===== config.mk =====
export PLATFORM = sky130hd
export DESIGN_NAME = pba_out_stage
export DESIGN_NICKNAME = d
export VERILOG_FILES = /design/src/sv/pba_pkg.sv /design/src/sv/pba_out_stage.sv
export SDC_FILE = /design/constraint.sdc
export NUM_CORES = 1
export LEC_CHECK = 0
export ABC_AREA = 1
export BUFFER_PORTS_ARGS = -buffer_cell sky130_fd_sc_hd__buf_2
export CAP_MARGIN = 20
export CORE_ASPECT_RATIO = 1.4
export CORE_MARGIN = 3
export CORE_UTILIZATION = 30
export CTS_BUF_LIST = sky130_fd_sc_hd__clkbuf_16
export DETAILED_ROUTE_END_ITERATION = 8
export GPL_TIMING_DRIVEN = 0
export SLEW_MARGIN = 20
export SYNTH_ARGS = -nofsm -noshare
export SYNTH_HDL_FRONTEND = slang
export SYNTH_SLANG_ARGS = --single-unit

===== constraint.sdc =====
create_clock -name i_clk -period 2.85 [get_ports i_clk]
set_clock_uncertainty 0.1 [all_clocks]
set_input_delay 0.1425 -clock i_clk [delete_from_list [all_inputs] [get_ports i_clk]]
set_output_delay 0.1425 -clock i_clk [all_outputs]
set_load 0.1 [all_outputs]

===== src/sv/pba_pkg.sv =====
// Shared types and codes for the paged block allocator.
// Used by paged_block_allocator and pba_out_stage; no dependencies.
package pba_pkg;

    localparam int OPC_W  = 2;
    localparam int SLOT_W = 6;
    localparam int WANT_W = 7;
    localparam int IN_TDW = 16;

    localparam logic [OPC_W-1:0] OP_GET   = 2'd0;
    localparam logic [OPC_W-1:0] OP_FREE  = 2'd1;
    localparam logic [OPC_W-1:0] OP_RESET = 2'd2;

    typedef enum logic [1:0] {
        ST_PAGE = 2'd0,
        ST_DONE = 2'd1,
        ST_OOP  = 2'd2
    } t_status;

    typedef struct packed {
        logic    last;
        t_status status;
    } t_out_tag;

    typedef enum logic [2:0] {
        S_IDLE,
        S_LEN,
        S_POP,
        S_DRAIN,
        S_STREAM,
        S_FLUSH,
        S_PUSH,
        S_EMIT
    } t_state;

endpackage


===== src/sv/pba_out_stage.sv =====
// Two-entry result queue in front of the master stream port.
// Depends on pba_pkg for the result tag struct.
module pba_out_stage #(
    parameter  int PW  = 12,
    localparam int TDW = ((PW + 7) / 8) * 8
) (
    input  logic               i_clk,
    input  logic               i_rst_n,
    input  logic               i_push,
    input  logic [PW-1:0]      i_page,
    input  pba_pkg::t_out_tag  i_tag,
    output logic [1:0]         o_occ,
    output logic               o_m_tvalid,
    input  logic               i_m_tready,
    output logic [TDW-1:0]     o_m_tdata,   // page_index
    output logic               o_m_tlast,
    output logic [1:0]         o_m_tuser    // status
);
    import pba_pkg::*;

    logic [PW-1:0] r_page [2];
    t_out_tag      r_tag  [2];
    logic          r_wr_ptr;
    logic          r_rd_ptr;
    logic [1:0]    r_occ;
    logic          pop;

    assign pop        = o_m_tvalid & i_m_tready;
    assign o_occ      = r_occ;
    assign o_m_tvalid = (r_occ != 2'd0);
    assign o_m_tdata  = TDW'(r_page[r_rd_ptr]);
    assign o_m_tlast  = r_tag[r_rd_ptr].last;
    assign o_m_tuser  = r_tag[r_rd_ptr].status;

    always_ff @(posedge i_clk) begin
        if (i_push) begin
            r_page[r_wr_ptr] <= i_page;
            r_tag[r_wr_ptr]  <= i_tag;
        end
    end

    always_ff @(posedge i_clk) begin
        if (!i_rst_n) begin
            r_wr_ptr <= 1'b0;
            r_rd_ptr <= 1'b0;
            r_occ    <= 2'd0;
        end else begin
            if (i_push) begin
                r_wr_ptr <= ~r_wr_ptr;
            end
            if (pop) begin
                r_rd_ptr <= ~r_rd_ptr;
            end
            r_occ <= r_occ + {1'b0, i_push} - {1'b0, pop};
        end
    end

endmodule


==> results.txt <==
largest net degree at the start of global routing = 16
Slew Viols, Final = 0
io pins = 41
Min-Delay Path Depth = 3
Least-Margin Pin Slew = 0.805 ns
Synth area leader = edfxtp_1
height of the die = 87.0 µm
clk slew on worst S/H paths = 0.05 ns
Logic pwr share = 41.4%
CTS sink count = 35
Reg power frac = 30.3%
clock root buffer = clkbuf_16
CP Max Fanout = 10
# Max-Cap Violations = 0
synth-to-layout area growth = 41.5%
H-tree Lvls = 2
DP HPWL = 1.80 mm
worst skew pair latency = 0.27 ns
most frequent cells after synthesis = edfxtp_1 (30), mux2_4 (10), nor2_1 (9)
worst rel slew slack = 46.3%
GRT Residual Overflow = 0
outcome = finished clean
leakage power = 0.853 nW
NumNets Final = 169
num rows = 28
sequential share of the synthesized area = 71.2%
clock power share = 28.3%
Synth area leaders = edfxtp_1 (64%), mux2_4 (11%), dfxtp_1 (7.1%), mux2_2 (4.0%), nor2_1 (2.4%)
most frequent cell after synthesis = edfxtp_1
gr usage total = 10.4%
FFs w/ async S/R, synth = 0%
final cell count without fillers = 209
critical path type = reg -> out
setup ws final = 1.14 ns
r2r startpoint = o_occ[1]
Buf/Inv on CP = 3
Initial Util = 32.1%
Synth top area share = 64.1%
CTS max path bufs = 2
max incr delay on CP = 0.32 ns
die width = 63.9 µm
CTS tree = built
CP arrival = 1.46 ns
Num CTS Buffers = 5
Hold Path Sink = o_occ[0]
Inst Count DP = 186
worst reg2reg setup slack = 1.20 ns
DIE AREA = 5560 µm²
Required @ worst endpoint = 2.61 ns
Net Sw Frac = 41.8%
WL final = 2.52 mm
GP Congestion = 0.632
syn avg cell area = 16.2 µm²
Worst Setup End Kind = output port
cell count after synthesis = 87
vias in the first global route = 899
r2r endpoint = o_occ[1]
diode count = 0
remaining antenna violation count after routing = 0
Setup-failing EPs final = 0
Tcrit/Tclk final = 59.9%
Core ar. = 4380 µm²
drt first pass iters = 2
pre-CTS setup slack = 1.22 ns
Yosys cell types = 14
delay-heaviest family, CP = buffers and inverters
Psw = 0.000869 W
fmax = 586 MHz
Internal Power = 0.00121 W
Critical Path Source Type = flip-flop
Yosys reg bits = 35
crit path time final = 1.71 ns
initial DRC count = 5
Peak supply drop = 886 µV
total vias in the final route = 850
PortBufs = 36
global-route wire length before repair = 4.27 mm
Synth Warn # = 0
layout cells sized above 1 = 43.6%
HP Start = i_rst_n
initial antenna violation count = 0
EDFF count, synth = 30
Slowest cell on crit path = dfxtp_1
Primary FF master, synth = edfxtp_1
setup TNS = 0 ns
Avg WL per Cell = 12.1 µm
DRC Markers = 0
Min-Delay Path Class = in -> reg
crit-path cells = buf_6 > buf_12 > mux2_4 > buf_2
Post-Synthesis Cell Area = 1410 µm²
DR vias/cell = 4.07
Fin. Hold Viols = 0
R2R depth = 8
RSZ-0062 raised after global routing = no
P per Cell Area = 1050 nW/µm²
## worst max path at each step
stage                     slack, ns       endpoint  startpoint  depth (start not counted)
after floorplan                0.55      flip-flop    o_occ[1]                          5
after global placement         0.99  r_page[0][10]    r_wr_ptr                          1
after detailed placement       1.22       o_occ[1]    o_occ[1]                          8
after CTS                      1.12   o_m_tdata[9]   flip-flop                          4
after global routing           1.05       o_occ[1]    o_occ[1]                         10
final                          1.14   o_m_tdata[9]   flip-flop                          4
## final cells by class
type / count / area, µm²
Inverter: 8 / 30.0
Buffer: 6 / 61.3
Clock inverter: 3 / 38.8
Timing Repair Buffer: 51 / 330
Clock buffer: 5 / 125
Sequential cell: 35 / 1000
Fill cell: 391 / 2390
Multi-Input combinational cell: 41 / 328
Tap cell: 60 / 75.1
## logic make-up after synthesis
| family | share of synthesized area (%) |
|---|---|
| AO/OA/AOI/OAI | 0.356 |
| AND/OR/NAND/NOR | 5.25 |
| adder cells (fa/ha/maj) | 1.78 |
| multiplexers | 14.7 |
| flip-flops | 71.2 |
| buffers and inverters | 6.49 |
| other | 0.267 |
## through the flow
| stage | power (W) | instance area (µm²) | hold slack, ns | utilization, % |
|---|---|---|---|---|
| floorplan | 0.00137 | 1420 | 0.136 | - |
| global placement | 0.00147 | 1670 | 0.232 | 38.2 |
| detailed placement | 0.00149 | 1680 | 0.235 | 38.3 |
| CTS | 0.00211 | 1990 | 0.0120 | 45.4 |
| global route | 0.00217 | 1990 | 0.0519 | 45.4 |
| finish | 0.00208 | 1990 | 0.0212 | 45.4 |
## tightest hold or removal path, delay by kind of cell
family | cells | cell delay (ns)
buffers and inverters | 2 | 0.16
AND/OR/NAND/NOR | 1 | 0.06
## state kept, by name, indices dropped and copies added, names as in the netlist, named ones only
signal    cells
r_page       24
r_wr_ptr      1
r_tag         6
o_occ         2
r_rd_ptr      1
## what timing repair did
action | in CTS | in global routing
endpoints found under the hold margin | 30 | 0
endpoints found under the setup margin | 0 | 0
resized for setup | 0 | 0
buffers inserted | 0 | 0
hold buffers | 15 | 0
## cell usage in the layout, fill, tap and decap left out, drive strengths merged
cell type,n
mux2,15
buf,42
ha,2
dlygate4sd3,15
a21oi,1
conb,4
bufinv,1
clkbuf,5
clkinv,2
inv,8
nor2,9
edfxtp,30
nand2,8
nand3,2
dfxtp,5
## metal layers
layer  part of all wire, %  vias to the layer above  routed length, µm  track usage (%)
li1                      -                      416                  -                -
met1                    34                      393                870             9.90
met2                    57                       36               1430             19.6
met3                   7.7                        5                194             3.75
met4                   1.2                        0                 31             4.72
met5                     0                        -                  0                0
## power by group through the flow
stage	Sequential, W	Clock (W)	Combinational, W
floorplan	0.000729	0	0.000643
global placement	0.000635	0	0.000832
detailed placement	0.000639	0	0.000853
CTS	0.000630	0.000606	0.000870
global route	0.000636	0.000628	0.000901
finish	0.000630	0.000589	0.000862
No activity file was read; power rests on OpenSTA's default activity.
